[config.mk]
export PLATFORM = sky130hd
export DESIGN_NAME = layer_blend_mode_compositor_unit_flat
export DESIGN_NICKNAME = d
export VERILOG_FILES = /design/src/design/lbmc_pkg.sv /design/src/design/lbmc_if.sv /design/src/design/lbmc_front.sv /design/src/design/lbmc_fifo.sv /design/src/design/lbmc_back.sv /design/src/design/layer_blend_mode_compositor_unit.sv /design/src/flat_wrapper.sv
export SDC_FILE = /design/constraint.sdc
export NUM_CORES = 2
export LEC_CHECK = 0
export ABC_CLOCK_PERIOD_IN_PS = 9600
export BUFFER_PORTS_ARGS = -buffer_cell sky130_fd_sc_hd__buf_2
export CORE_MARGIN = 1.5
export CORE_UTILIZATION = 58
export CTS_CLUSTER_DIAMETER = 60
export DETAILED_ROUTE_END_ITERATION = 10
export PLACE_DENSITY = 0.78
export SLEW_MARGIN = 10
export SYNTH_ARGS = -nofsm -noshare
export SYNTH_HDL_FRONTEND = slang
export SYNTH_HIERARCHICAL = 1
export SYNTH_SLANG_ARGS = --single-unit
export TNS_END_PERCENT = 20
[constraint.sdc]
create_clock -name clk -period 9.6 [get_ports clk]
set_clock_uncertainty 0.05 [all_clocks]
set_input_delay 1.92 -clock clk [delete_from_list [all_inputs] [get_ports clk]]
set_output_delay 1.92 -clock clk [all_outputs]
set_load 0.02 [all_outputs]
[src/design/lbmc_pkg.sv]
// Shared types, register indexes and blend mode codes of the layer compositor.
`timescale 1ns / 1ps

package lbmc_pkg;

	localparam int CFG_INDEX_W = 2;
	localparam int CFG_DATA_W  = 8;

	localparam logic [CFG_INDEX_W-1:0] REG_BLEND_MODE      = 2'd0;
	localparam logic [CFG_INDEX_W-1:0] REG_USE_OPACITY     = 2'd1;
	localparam logic [CFG_INDEX_W-1:0] REG_OPACITY         = 2'd2;
	localparam logic [CFG_INDEX_W-1:0] REG_HOLD_DEST_ALPHA = 2'd3;

	localparam logic [2:0] MODE_ALPHA      = 3'd0;
	localparam logic [2:0] MODE_ADD        = 3'd1;
	localparam logic [2:0] MODE_BURN       = 3'd2;
	localparam logic [2:0] MODE_MULTIPLY   = 3'd3;
	localparam logic [2:0] MODE_SCREEN     = 3'd4;
	localparam logic [2:0] MODE_LIGHTEN    = 3'd5;
	localparam logic [2:0] MODE_DARKEN     = 3'd6;
	localparam logic [2:0] MODE_DIFFERENCE = 3'd7;

	localparam logic [7:0] OPACITY_RESET = 8'hff;

	localparam int LBMC_QUEUE_DEPTH = 2;

	// One classified pixel as it travels from the front part to the back part.
	typedef struct packed {
		logic [23:0] src_rgb;
		logic [23:0] dst_rgb;
		logic [7:0]  alpha;
		logic [7:0]  out_alpha;
		logic [2:0]  mode;
		logic        span_end;
	} lbmc_word_t;

endpackage

[src/design/lbmc_if.sv]
// Valid/ready channel interfaces for input and result pixels.
`timescale 1ns / 1ps

interface lbmc_pix_in_if;
	logic        valid;
	logic        ready;
	logic [31:0] src_color;
	logic [31:0] dst_color;
	logic        span_end;

	modport source(output valid, output src_color, output dst_color, output span_end,
		input ready);
	modport sink(input valid, input src_color, input dst_color, input span_end,
		output ready);
endinterface

interface lbmc_pix_out_if;
	logic        valid;
	logic        ready;
	logic [31:0] out_color;
	logic        span_end_out;

	modport source(output valid, output out_color, output span_end_out, input ready);
	modport sink(input valid, input out_color, input span_end_out, output ready);
endinterface

[src/design/lbmc_front.sv]
// Front part: configuration registers, pixel intake and effective alpha.
`timescale 1ns / 1ps

module lbmc_front import lbmc_pkg::*; (
	input  logic                   clk,
	input  logic                   arst_n,
	lbmc_pix_in_if.sink            pix_in,
	input  logic                   cfg_we,
	input  logic [CFG_INDEX_W-1:0] cfg_index,
	input  logic [CFG_DATA_W-1:0]  cfg_data,
	output lbmc_word_t             word,
	output logic                   word_valid,
	input  logic                   word_ready
);

	logic [2:0]  mode_q;
	logic        use_opacity_q;
	logic [7:0]  opacity_q;
	logic        hold_q;

	logic        valid_s1;
	lbmc_word_t  word_s1;
	logic [15:0] scaled;
	logic [7:0]  alpha_eff;

	always_ff @(posedge clk or negedge arst_n) begin
		if (!arst_n) begin
			mode_q        <= MODE_ALPHA;
			use_opacity_q <= 1'b0;
			opacity_q     <= OPACITY_RESET;
			hold_q        <= 1'b0;
		end else if (cfg_we) begin
			unique case (cfg_index)
				REG_BLEND_MODE:      mode_q        <= cfg_data[2:0];
				REG_USE_OPACITY:     use_opacity_q <= cfg_data[0];
				REG_OPACITY:         opacity_q     <= cfg_data[7:0];
				REG_HOLD_DEST_ALPHA: hold_q        <= cfg_data[0];
			endcase
		end
	end

	assign scaled    = pix_in.src_color[31:24] * opacity_q;
	assign alpha_eff = use_opacity_q ? scaled[15:8] : pix_in.src_color[31:24];

	assign pix_in.ready = !valid_s1 || word_ready;

	always_ff @(posedge clk or negedge arst_n) begin
		if (!arst_n) begin
			valid_s1 <= 1'b0;
		end else if (pix_in.ready) begin
			valid_s1 <= pix_in.valid;
		end
	end

	always_ff @(posedge clk) begin
		if (pix_in.ready && pix_in.valid) begin
			word_s1.src_rgb   <= pix_in.src_color[23:0];
			word_s1.dst_rgb   <= pix_in.dst_color[23:0];
			word_s1.alpha     <= alpha_eff;
			word_s1.out_alpha <= hold_q ? pix_in.dst_color[31:24] : 8'd0;
			word_s1.mode      <= mode_q;
			word_s1.span_end  <= pix_in.span_end;
		end
	end

	assign word       = word_s1;
	assign word_valid = valid_s1;

endmodule

[src/design/lbmc_fifo.sv]
// Short word queue between the front and back parts.
`timescale 1ns / 1ps

module lbmc_fifo import lbmc_pkg::*; #(
	parameter int DEPTH = LBMC_QUEUE_DEPTH
) (
	input  logic       clk,
	input  logic       arst_n,
	input  lbmc_word_t push_word,
	input  logic       push_valid,
	output logic       push_ready,
	output lbmc_word_t pop_word,
	output logic       pop_valid,
	input  logic       pop_ready
);

	localparam int PTR_W = (DEPTH > 1) ? $clog2(DEPTH) : 1;
	localparam int CNT_W = $clog2(DEPTH + 1);
	localparam logic [PTR_W-1:0] LAST_PTR = PTR_W'(DEPTH - 1);
	localparam logic [CNT_W-1:0] FULL_CNT = CNT_W'(DEPTH);

	lbmc_word_t       mem_q [DEPTH];
	logic [PTR_W-1:0] wr_ptr_q;
	logic [PTR_W-1:0] rd_ptr_q;
	logic [CNT_W-1:0] count_q;
	logic             do_push;
	logic             do_pop;

	assign push_ready = (count_q != FULL_CNT);
	assign pop_valid  = (count_q != '0);
	assign pop_word   = mem_q[rd_ptr_q];
	assign do_push    = push_valid && push_ready;
	assign do_pop     = pop_valid && pop_ready;

	always_ff @(posedge clk) begin
		if (do_push) begin
			mem_q[wr_ptr_q] <= push_word;
		end
	end

	always_ff @(posedge clk or negedge arst_n) begin
		if (!arst_n) begin
			wr_ptr_q <= '0;
			rd_ptr_q <= '0;
			count_q  <= '0;
		end else begin
			if (do_push) begin
				wr_ptr_q <= (wr_ptr_q == LAST_PTR) ? '0 : wr_ptr_q + 1'b1;
			end
			if (do_pop) begin
				rd_ptr_q <= (rd_ptr_q == LAST_PTR) ? '0 : rd_ptr_q + 1'b1;
			end
			if (do_push && !do_pop) begin
				count_q <= count_q + 1'b1;
			end else if (do_pop && !do_push) begin
				count_q <= count_q - 1'b1;
			end
		end
	end

endmodule

[src/design/lbmc_back.sv]
// Back part: per-channel blend, alpha mix and the output register.
`timescale 1ns / 1ps

module lbmc_back import lbmc_pkg::*; (
	input  logic       clk,
	input  logic       arst_n,
	input  lbmc_word_t word,
	input  logic       word_valid,
	output logic       word_ready,
	lbmc_pix_out_if.source pix_out
);

	// Blend color for every mode except screen, which is handled on its own.
	function automatic logic [7:0] blend_color(input logic [2:0] mode, input logic [7:0] d,
		input logic [7:0] s, input logic [15:0] prod);
		logic [8:0] sum;
		logic [8:0] burn;
		logic [7:0] b;
		sum  = {1'b0, d} + {1'b0, s};
		burn = sum - 9'd255;
		unique case (mode)
			MODE_ALPHA:      b = s;
			MODE_ADD:        b = sum[8] ? 8'hff : sum[7:0];
			MODE_BURN:       b = sum[8] ? burn[7:0] : 8'd0;
			MODE_MULTIPLY:   b = prod[15:8];
			MODE_SCREEN:     b = s;
			MODE_LIGHTEN:    b = (d > s) ? d : s;
			MODE_DARKEN:     b = (d < s) ? d : s;
			MODE_DIFFERENCE: b = (d > s) ? (d - s) : (s - d);
		endcase
		return b;
	endfunction

	logic              v_s1;
	lbmc_word_t        word_s1;
	logic [15:0]       prod_s1 [3];

	logic              v_s2;
	logic [23:0]       dst_s2;
	logic [7:0]        out_alpha_s2;
	logic              span_s2;
	logic signed [17:0] mix_s2 [3];

	logic              v_s3;
	logic [31:0]       color_s3;
	logic              span_s3;

	logic              rdy_s1;
	logic              rdy_s2;
	logic              rdy_s3;

	logic [15:0]       prod   [3];
	logic signed [8:0] diff   [3];
	logic signed [17:0] mix   [3];
	logic signed [17:0] total [3];
	logic [7:0]        chan   [3];

	// A stage moves on when it is empty or its successor moves on.
	assign rdy_s3     = !v_s3 || pix_out.ready;
	assign rdy_s2     = !v_s2 || rdy_s3;
	assign rdy_s1     = !v_s1 || rdy_s2;
	assign word_ready = rdy_s1;

	always_comb begin
		for (int c = 0; c < 3; c++) begin
			prod[c] = word.dst_rgb[8*c +: 8] * word.src_rgb[8*c +: 8];
		end
	end

	always_comb begin
		for (int c = 0; c < 3; c++) begin
			if (word_s1.mode == MODE_SCREEN) begin
				diff[c] = $signed({1'b0, word_s1.src_rgb[8*c +: 8]})
					- $signed({1'b0, prod_s1[c][15:8]});
			end else begin
				diff[c] = $signed({1'b0, blend_color(word_s1.mode, word_s1.dst_rgb[8*c +: 8],
					word_s1.src_rgb[8*c +: 8], prod_s1[c])})
					- $signed({1'b0, word_s1.dst_rgb[8*c +: 8]});
			end
			mix[c] = diff[c] * $signed({1'b0, word_s1.alpha});
		end
	end

	// Arithmetic shift floors the signed mix; only screen can pass 255.
	always_comb begin
		for (int c = 0; c < 3; c++) begin
			total[c] = $signed({10'd0, dst_s2[8*c +: 8]}) + (mix_s2[c] >>> 8);
			chan[c]  = (total[c] > 18'sd255) ? 8'hff : total[c][7:0];
		end
	end

	always_ff @(posedge clk or negedge arst_n) begin
		if (!arst_n) begin
			v_s1 <= 1'b0;
			v_s2 <= 1'b0;
			v_s3 <= 1'b0;
		end else begin
			if (rdy_s1) begin
				v_s1 <= word_valid;
			end
			if (rdy_s2) begin
				v_s2 <= v_s1;
			end
			if (rdy_s3) begin
				v_s3 <= v_s2;
			end
		end
	end

	always_ff @(posedge clk) begin
		if (rdy_s1 && word_valid) begin
			word_s1 <= word;
			for (int c = 0; c < 3; c++) begin
				prod_s1[c] <= prod[c];
			end
		end
		if (rdy_s2 && v_s1) begin
			dst_s2       <= word_s1.dst_rgb;
			out_alpha_s2 <= word_s1.out_alpha;
			span_s2      <= word_s1.span_end;
			for (int c = 0; c < 3; c++) begin
				mix_s2[c] <= mix[c];
			end
		end
		if (rdy_s3 && v_s2) begin
			color_s3 <= {out_alpha_s2, chan[2], chan[1], chan[0]};
			span_s3  <= span_s2;
		end
	end

	assign pix_out.valid        = v_s3;
	assign pix_out.out_color    = color_s3;
	assign pix_out.span_end_out = span_s3;

endmodule

[src/design/layer_blend_mode_compositor_unit.sv]
// Top level of the layer blend mode compositor: front part, queue and back part.
//
//  channel    dir  word                                   handshake
//  pix_in     in   src_color, dst_color, span_end         valid/ready
//  pix_out    out  out_color, span_end_out                valid/ready
//  cfg        in   cfg_index, cfg_data                    cfg_we, no wait
//
// One pixel word is accepted per clock while pix_in.ready is high; a word taken into the
// front stage passes the queue and the three back stages before it is valid on pix_out.
// Reset clears all valid state and the queue, and puts the registers at their
// reset values (mode alpha, opacity 255, opacity and alpha hold off).
// When pix_out stalls, the back stages fill first, then the queue and the front stage,
// and only then does pix_in.ready fall.
`timescale 1ns / 1ps

module layer_blend_mode_compositor_unit import lbmc_pkg::*; #(
	parameter int QUEUE_DEPTH = LBMC_QUEUE_DEPTH
) (
	input  logic                   clk,
	input  logic                   arst_n,
	lbmc_pix_in_if.sink            pix_in,
	lbmc_pix_out_if.source         pix_out,
	input  logic                   cfg_we,
	input  logic [CFG_INDEX_W-1:0] cfg_index,
	input  logic [CFG_DATA_W-1:0]  cfg_data
);

	lbmc_word_t front_word;
	logic       front_valid;
	logic       front_ready;
	lbmc_word_t back_word;
	logic       back_valid;
	logic       back_ready;

	lbmc_front u_front (
		.clk        (clk),
		.arst_n     (arst_n),
		.pix_in     (pix_in),
		.cfg_we     (cfg_we),
		.cfg_index  (cfg_index),
		.cfg_data   (cfg_data),
		.word       (front_word),
		.word_valid (front_valid),
		.word_ready (front_ready)
	);

	lbmc_fifo #(
		.DEPTH (QUEUE_DEPTH)
	) u_fifo (
		.clk        (clk),
		.arst_n     (arst_n),
		.push_word  (front_word),
		.push_valid (front_valid),
		.push_ready (front_ready),
		.pop_word   (back_word),
		.pop_valid  (back_valid),
		.pop_ready  (back_ready)
	);

	lbmc_back u_back (
		.clk        (clk),
		.arst_n     (arst_n),
		.word       (back_word),
		.word_valid (back_valid),
		.word_ready (back_ready),
		.pix_out    (pix_out)
	);

endmodule

[src/flat_wrapper.sv]
// flat-port wrapper written by rule: the top's interface ports become plain ports
module layer_blend_mode_compositor_unit_flat import lbmc_pkg::*;
#(
	parameter int QUEUE_DEPTH = LBMC_QUEUE_DEPTH
)
  (clk, arst_n, cfg_we, cfg_index, cfg_data, pix_in_valid, pix_in_src_color, pix_in_dst_color, pix_in_span_end, pix_in_ready, pix_out_valid, pix_out_out_color, pix_out_span_end_out, pix_out_ready);
  lbmc_pix_in_if pix_in_i ();
  lbmc_pix_out_if pix_out_i ();
  input  logic clk;
  input  logic arst_n;
  input  logic cfg_we;
  input  logic [CFG_INDEX_W-1:0] cfg_index;
  input  logic [CFG_DATA_W-1:0] cfg_data;
  input wire logic [$bits(pix_in_i.valid)-1:0] pix_in_valid;
  input wire logic [$bits(pix_in_i.src_color)-1:0] pix_in_src_color;
  input wire logic [$bits(pix_in_i.dst_color)-1:0] pix_in_dst_color;
  input wire logic [$bits(pix_in_i.span_end)-1:0] pix_in_span_end;
  output wire logic [$bits(pix_in_i.ready)-1:0] pix_in_ready;
  output wire logic [$bits(pix_out_i.valid)-1:0] pix_out_valid;
  output wire logic [$bits(pix_out_i.out_color)-1:0] pix_out_out_color;
  output wire logic [$bits(pix_out_i.span_end_out)-1:0] pix_out_span_end_out;
  input wire logic [$bits(pix_out_i.ready)-1:0] pix_out_ready;
  assign pix_in_i.valid = pix_in_valid;
  assign pix_in_i.src_color = pix_in_src_color;
  assign pix_in_i.dst_color = pix_in_dst_color;
  assign pix_in_i.span_end = pix_in_span_end;
  assign pix_in_ready = pix_in_i.ready;
  assign pix_out_valid = pix_out_i.valid;
  assign pix_out_out_color = pix_out_i.out_color;
  assign pix_out_span_end_out = pix_out_i.span_end_out;
  assign pix_out_i.ready = pix_out_ready;
  layer_blend_mode_compositor_unit #(.QUEUE_DEPTH(QUEUE_DEPTH)) u_core (.clk(clk), .arst_n(arst_n), .pix_in(pix_in_i), .pix_out(pix_out_i), .cfg_we(cfg_we), .cfg_index(cfg_index), .cfg_data(cfg_data));
endmodule
Word level (Yosys, flattened, before mapping)
Memories as Yosys holds them, arrays and structs flattened.
Index checks and enable logic that the tools add are counted.
{"block": "word_totals", "register_bits": 223, "ram_bits": 238, "in_bits": 80, "out_inout_bits": 35, "word_cells": 146, "memories": 3}
{"name": "u_core.u_fifo.mem_q", "words": 2, "word_bits": 68, "read_ports": 1, "rd_clocked_by_memory_dff": 0, "wr": 1, "line": "lbmc_fifo.sv:22", "text": "lbmc_word_t mem_q [DEPTH];"}
{"name": "u_core.u_back.mix_s2", "words": 3, "word_bits": 18, "read_ports": 3, "rd_clocked_by_memory_dff": 0, "wr": 3, "line": "lbmc_back.sv:42", "text": "logic signed [17:0] mix_s2 [3];"}
{"name": "u_core.u_back.prod_s1", "words": 3, "word_bits": 16, "read_ports": 3, "rd_clocked_by_memory_dff": 0, "wr": 3, "line": "lbmc_back.sv:36", "text": "logic [15:0] prod_s1 [3];"}
{"block": "op_classes", "add_sub_neg": 25, "multipliers": 7, "magnitude_cmp": 9, "n_eq_ne": 11, "muxes": 35, "n_reduce_logical": 25}
{"operator": "$pmux 8 s7", "n": 3}
{"operator": "$mux 8", "n": 19}
{"operator": "$mul 8x8->16", "n": 4}
{"operator": "$mul 9x9->18", "n": 3}
{"operator": "$sub 8x8->9", "n": 6}
{"operator": "$sub 8x8->8", "n": 6}
{"operator": "$add 9x10->11", "n": 3}
{"operator": "$gt 11x9->1 const B", "n": 3}
{"operator": "$add 8x8->9", "n": 3}
{"operator": "$mux 9", "n": 3}
{"operator": "$gt 8x8->1", "n": 3}
{"operator": "$lt 8x8->1", "n": 3}
{"operator": "$sub 8x8->8 const B", "n": 3}
{"operator": "$eq 3x3->1 const B", "n": 4}
{"operator": "$mux 1", "n": 8}
{"operator": "$reduce_and 2->1", "n": 4}
{"operator": "$logic_and 1x1->1", "n": 7}
{"operator": "$eq 3x2->1 const B", "n": 2}
{"operator": "$logic_not 1->1", "n": 6}
{"operator": "$eq 2x2->1 const B", "n": 2}
{"operator": "$logic_or 1x1->1", "n": 4}
{"operator": "$mux 2", "n": 2}
{"operator": "$reduce_bool 2->1", "n": 2}
{"operator": "$eq 3x1->1 const B", "n": 1}
{"operator": "7 further kinds", "n": 8}

Longest topological paths before layout
{"block": "logic_depth", "ltp_word": 8, "mapped_depth": 43, "mapped_depth_nobuf": 42}

Hierarchy
The synthesis kept the hierarchy.
{"module": "lbmc_back", "instances": 1, "cells_per_inst": 3032, "area_per_inst_um2": 27975.6, "seq_area_each_um2": 5720.5}
{"module": "lbmc_fifo", "instances": 1, "cells_per_inst": 230, "area_per_inst_um2": 5143.7, "seq_area_each_um2": 4184.0}
{"module": "lbmc_front", "instances": 1, "cells_per_inst": 342, "area_per_inst_um2": 4713.3, "seq_area_each_um2": 2402.3}

Worst setup path after synthesis
OpenSTA, ideal clock, no wires.
{"block": "synth_path", "path_type": "register -> register", "start": "register u_core/u_back/word_s1[28] in the netlist's numbering", "end": "memory u_core.u_back.mix_s2[1][17] (netlist: u_core/u_back/mix_s2[0][35]) (data pin)", "setup_time_ps": 260, "arrival_time_ps": 8651, "required_ps": 9290, "path_slack_ps": 639, "stages_incl_launch_ff": 43, "n_path_buf": 2, "period_less_slack_ps": 8961, "cell_sequence": "edfxtp_1 > inv_1 > ha_1 > inv_1 > fa_1 > a211oi_1 > o21ai_1 > a21o_1 > o21ai_1 > clkbuf_1 > nand2_1 > a21oi_1 > a21oi_1 > o221ai_1 > a21boi_0 > ha_1 > nor2b_1 > o21ai_0 > [7 not listed] > nor4_1 > fa_1 > inv_1 > fa_1 > inv_1 > fa_1 > inv_1 > fa_1 > ha_1 > nand4b_1 > nor4_1 > nand3_2 > a311oi_1 > nor3_1 > nor3_1 > a21o_1 > a21oi_1 > xnor2_1"}
{"item": "start: declaration", "line": "lbmc_back.sv:35", "text": "lbmc_word_t word_s1;"}
{"item": "start signal: assignment", "line": "lbmc_back.sv:112", "text": "word_s1 <= word;"}
{"item": "end: declaration", "line": "lbmc_back.sv:42"}

==> results.md <==
- Clock latency on the worst-skew pair: 0.60 ns
- Gr ovfl total: 0
- Syn Inst Count: 3604
- Max Slew Vio Count: 0
- CTS Buffer Depth: 3
- Clock sink total: 413
- Setup slack at placement: -0.0146 ns
- Register bit count reported by yosys: 413
- CTS tree: yes
- Largest net degree at the start of global routing: 83
- Cell Area, Synth: 37800 sq um
- DRC violations left: 0
- Initial antenna violation count: 5
- Startpoint types: register
- Syn. warnings: 6
- Main combinational cell family by area after synthesis: adder cells
- Critical path buffer and inverter count: 7
- ANT nets after route: 0
- Placeable Area: 64500 sq um
- CP delay by family, top: adder cells
- Die span in x: 258 microns
- Setup crit start: u_core/u_back/word_s1[22]
- Final cycle utilization of the critical path: 96.4%
- Critical path class: register to register
- Post-Synth Adder-Cell Area: 30.0%
- Status: finished, final reports clean
- Max-cap violations: 0
- Normalized max-slew margin: 23.9%
- Commonest non-fill, non-tap cell in the layout: inv_1
- Final hold slack: 0.370 ns
- Hold Crit Start: u_core/u_back/span_s2
- Post-synthesis mux area share: 3.59%
- CTS H-tree lvls: 2
- Avg Vias per Cell: 5.78
- Detail Placement HPWL: 67800 microns
- Syn_nets: 4392
- Vias in the first global route: 27000
- Post-synth EDFFs: 392
- Area Growth Syn to Fin: 10.1%
- Setup slack after layout: 0.346 ns
- Final core utilization: 64.6%
- CTS buffer count: 48
- FP Rows: 93
- HP Class: register to register
- Primary FF master, synth: edfxtp_1
- Register area share after synthesis: 32.5%
- Asr flop ratio synth: 5.08%
- Worst-path clk slew: 0.06 ns
- Post-Synth XOR/XNOR Area: 3.47%
- Final setup vio count: 0
- Slowest CP cell: fa_1
- Compound-Gate Fraction of Synth Area: 8.52%
- Fmax: 108 MHz
- Syn avg cell area: 10.5 sq um
- Most frequent cells in the layout: inv_1 (556), edfxtp_1 (392), ha_1 (370)
- Simple-Gate Fraction of Synth Area: 15.0%
- Port-buffer cells: 114
- Die Area: 66800 sq um
- First-pass GRT wire length: 144000 microns
- Net count reported at finish: 4556
- Critical Path RT: 9.89 ns
- Worst Path Arrival: 9.55 ns
- Critical Path Most Common Cell: inv_1
- Post-synth cell types: 93
- R2R Path Start: u_core/u_back/word_s1[22]
- Initial Util: 58.7%
- Total number of vias: 26900
- Critical Path Sink Type: register
- Total wire length: 89900 microns
- I/O pin cnt: 115
- Fillers: 5110
- Clock Root Buffer: clkbuf_16
- WL/cell: 19.3 microns
- RSZ-0062 raised after global routing: true
- GRT Resource Usage Total: 27.1%
- First-pass DRT Iterations: 6
- Worst slew pin tran: 1.14 ns
- Max stage delay on crit path: 0.59 ns
- 1st-iter DRT viols: 1987
- GPL Wtd Cong: 0.983
- CP max FO: 10
- Share of cells above drive strength 1: 12.5%
- Fin crit period: 9.25 ns
- Die height: 258 microns
- Hold Vio Cnt, Final: 0
## per-layer routing
| metal | vias to the layer above | wire length, microns | GRT usage (%) |
|---|---|---|---|
| met3 | 173 | 5540 | 3.61 |
| met1 | 13300 | 39800 | 38.2 |
| li1 | 12600 | - | - |
| met2 | 908 | 42000 | 44.1 |
| met4 | 0 | 2590 | 7.91 |
| met5 | - | 0 | 0 |
## cell usage after synthesis (25+ instances only)
cell type / number / area (sq um)
a21o_1: 29 / 218
a21oi_1: 165 / 826
and2_1: 265 / 1660
and4_1: 31 / 272
clkbuf_1: 72 / 270
edfxtp_1: 392 / 11800
fa_1: 334 / 6690
ha_1: 374 / 4680
inv_1: 556 / 2090
mux2_2: 76 / 856
mux2i_1: 32 / 320
nand2_1: 317 / 1190
nand2b_1: 30 / 188
nand3_1: 30 / 150
nand4_1: 40 / 250
nor2_1: 128 / 480
nor2b_1: 45 / 282
nor3_1: 35 / 175
nor4_1: 25 / 156
nor4b_1: 30 / 263
o21ai_0: 70 / 350
xnor2_1: 98 / 858
xor2_1: 52 / 455
## final cells by class
cell class | instances | area, sq um | share of cell area (%)
Clock buffer | 57 | 1280 | 3.09
Clock inverter | 30 | 363 | 0.871
Inverter | 557 | 2090 | 5.02
Timing Repair Buffer | 222 | 1390 | 3.33
Sequential cell | 413 | 12300 | 29.6
Tap cell | 855 | 1070 | 2.57
Antenna cell | 4 | 10.0 | 0.0240
Multi-Input combinational cell | 2526 | 23100 | 55.5
## kinds of logic (layout without fill, tap and decap cells)
logic type / Yosys count / count (layout)
adders and majority gates: 708 / 708
and+or+nand+nor: 1053 / 1053
AOI/OAI and AO/OA: 495 / 495
other: 0 / 4
xor gates and xnor gates: 150 / 150
DFF: 413 / 413
buffers and inverters: 665 / 866
muxes: 120 / 120
## flip-flops by register name, summed over array words and instances (netlist names), 2 cells and up
name / count
u_core/u_fifo/count_q: 2
u_core/u_front/mode_q: 3
u_core/u_back/mix_s2: 30
u_core/u_back/word_s1: 68
u_core/u_back/dst_s2: 24
u_core/u_fifo/mem_q: 136
u_core/u_back/pix_out.out_color: 32
u_core/u_front/opacity_q: 8
u_core/u_front/word: 68
u_core/u_back/out_alpha_s2: 8
u_core/u_back/prod_s1: 24
## worst paths after layout
| check | to | slack (ns) | cells after the start |
|---|---|---|---|
| worst max-delay path | u_core/u_back/mix_s2[0][17] | 0.35 | 39 |
| worst min-delay path | u_core/u_back/pix_out.span_end_out | 0.37 | 0 |
| worst max register to register | u_core/u_back/mix_s2[0][17] | 0.35 | 39 |
| worst min register to register | u_core/u_back/pix_out.span_end_out | 0.37 | 0 |
| max in group asynchronous | u_core/u_front/opacity_q[6] | 7.94 | 1 |
| min in group asynchronous | u_core/u_front/hold_q | 1.21 | 1 |
## repair_timing
item	CTS	global route
pin swaps	0	12
gates resized for setup	2	37
setup endpoints to repair	2	19
hold buffers	0	0
setup buffers	0	10
## stage by stage
stage | cells | setup TNS [ns] | area (sq um)
after detailed placement | 4563 | -0.0146 | 39700
after floorplan | 3604 | 0 | 37800
after global placement | 4563 | 0 | 39700
after CTS | 4650 | 0 | 41400
final | 4664 | 0 | 41600
after global routing | 4664 | -0.118 | 41600
Power is not shown: default switching activity piles up to over one toggle a cycle in this logic, so the estimate is an artifact.
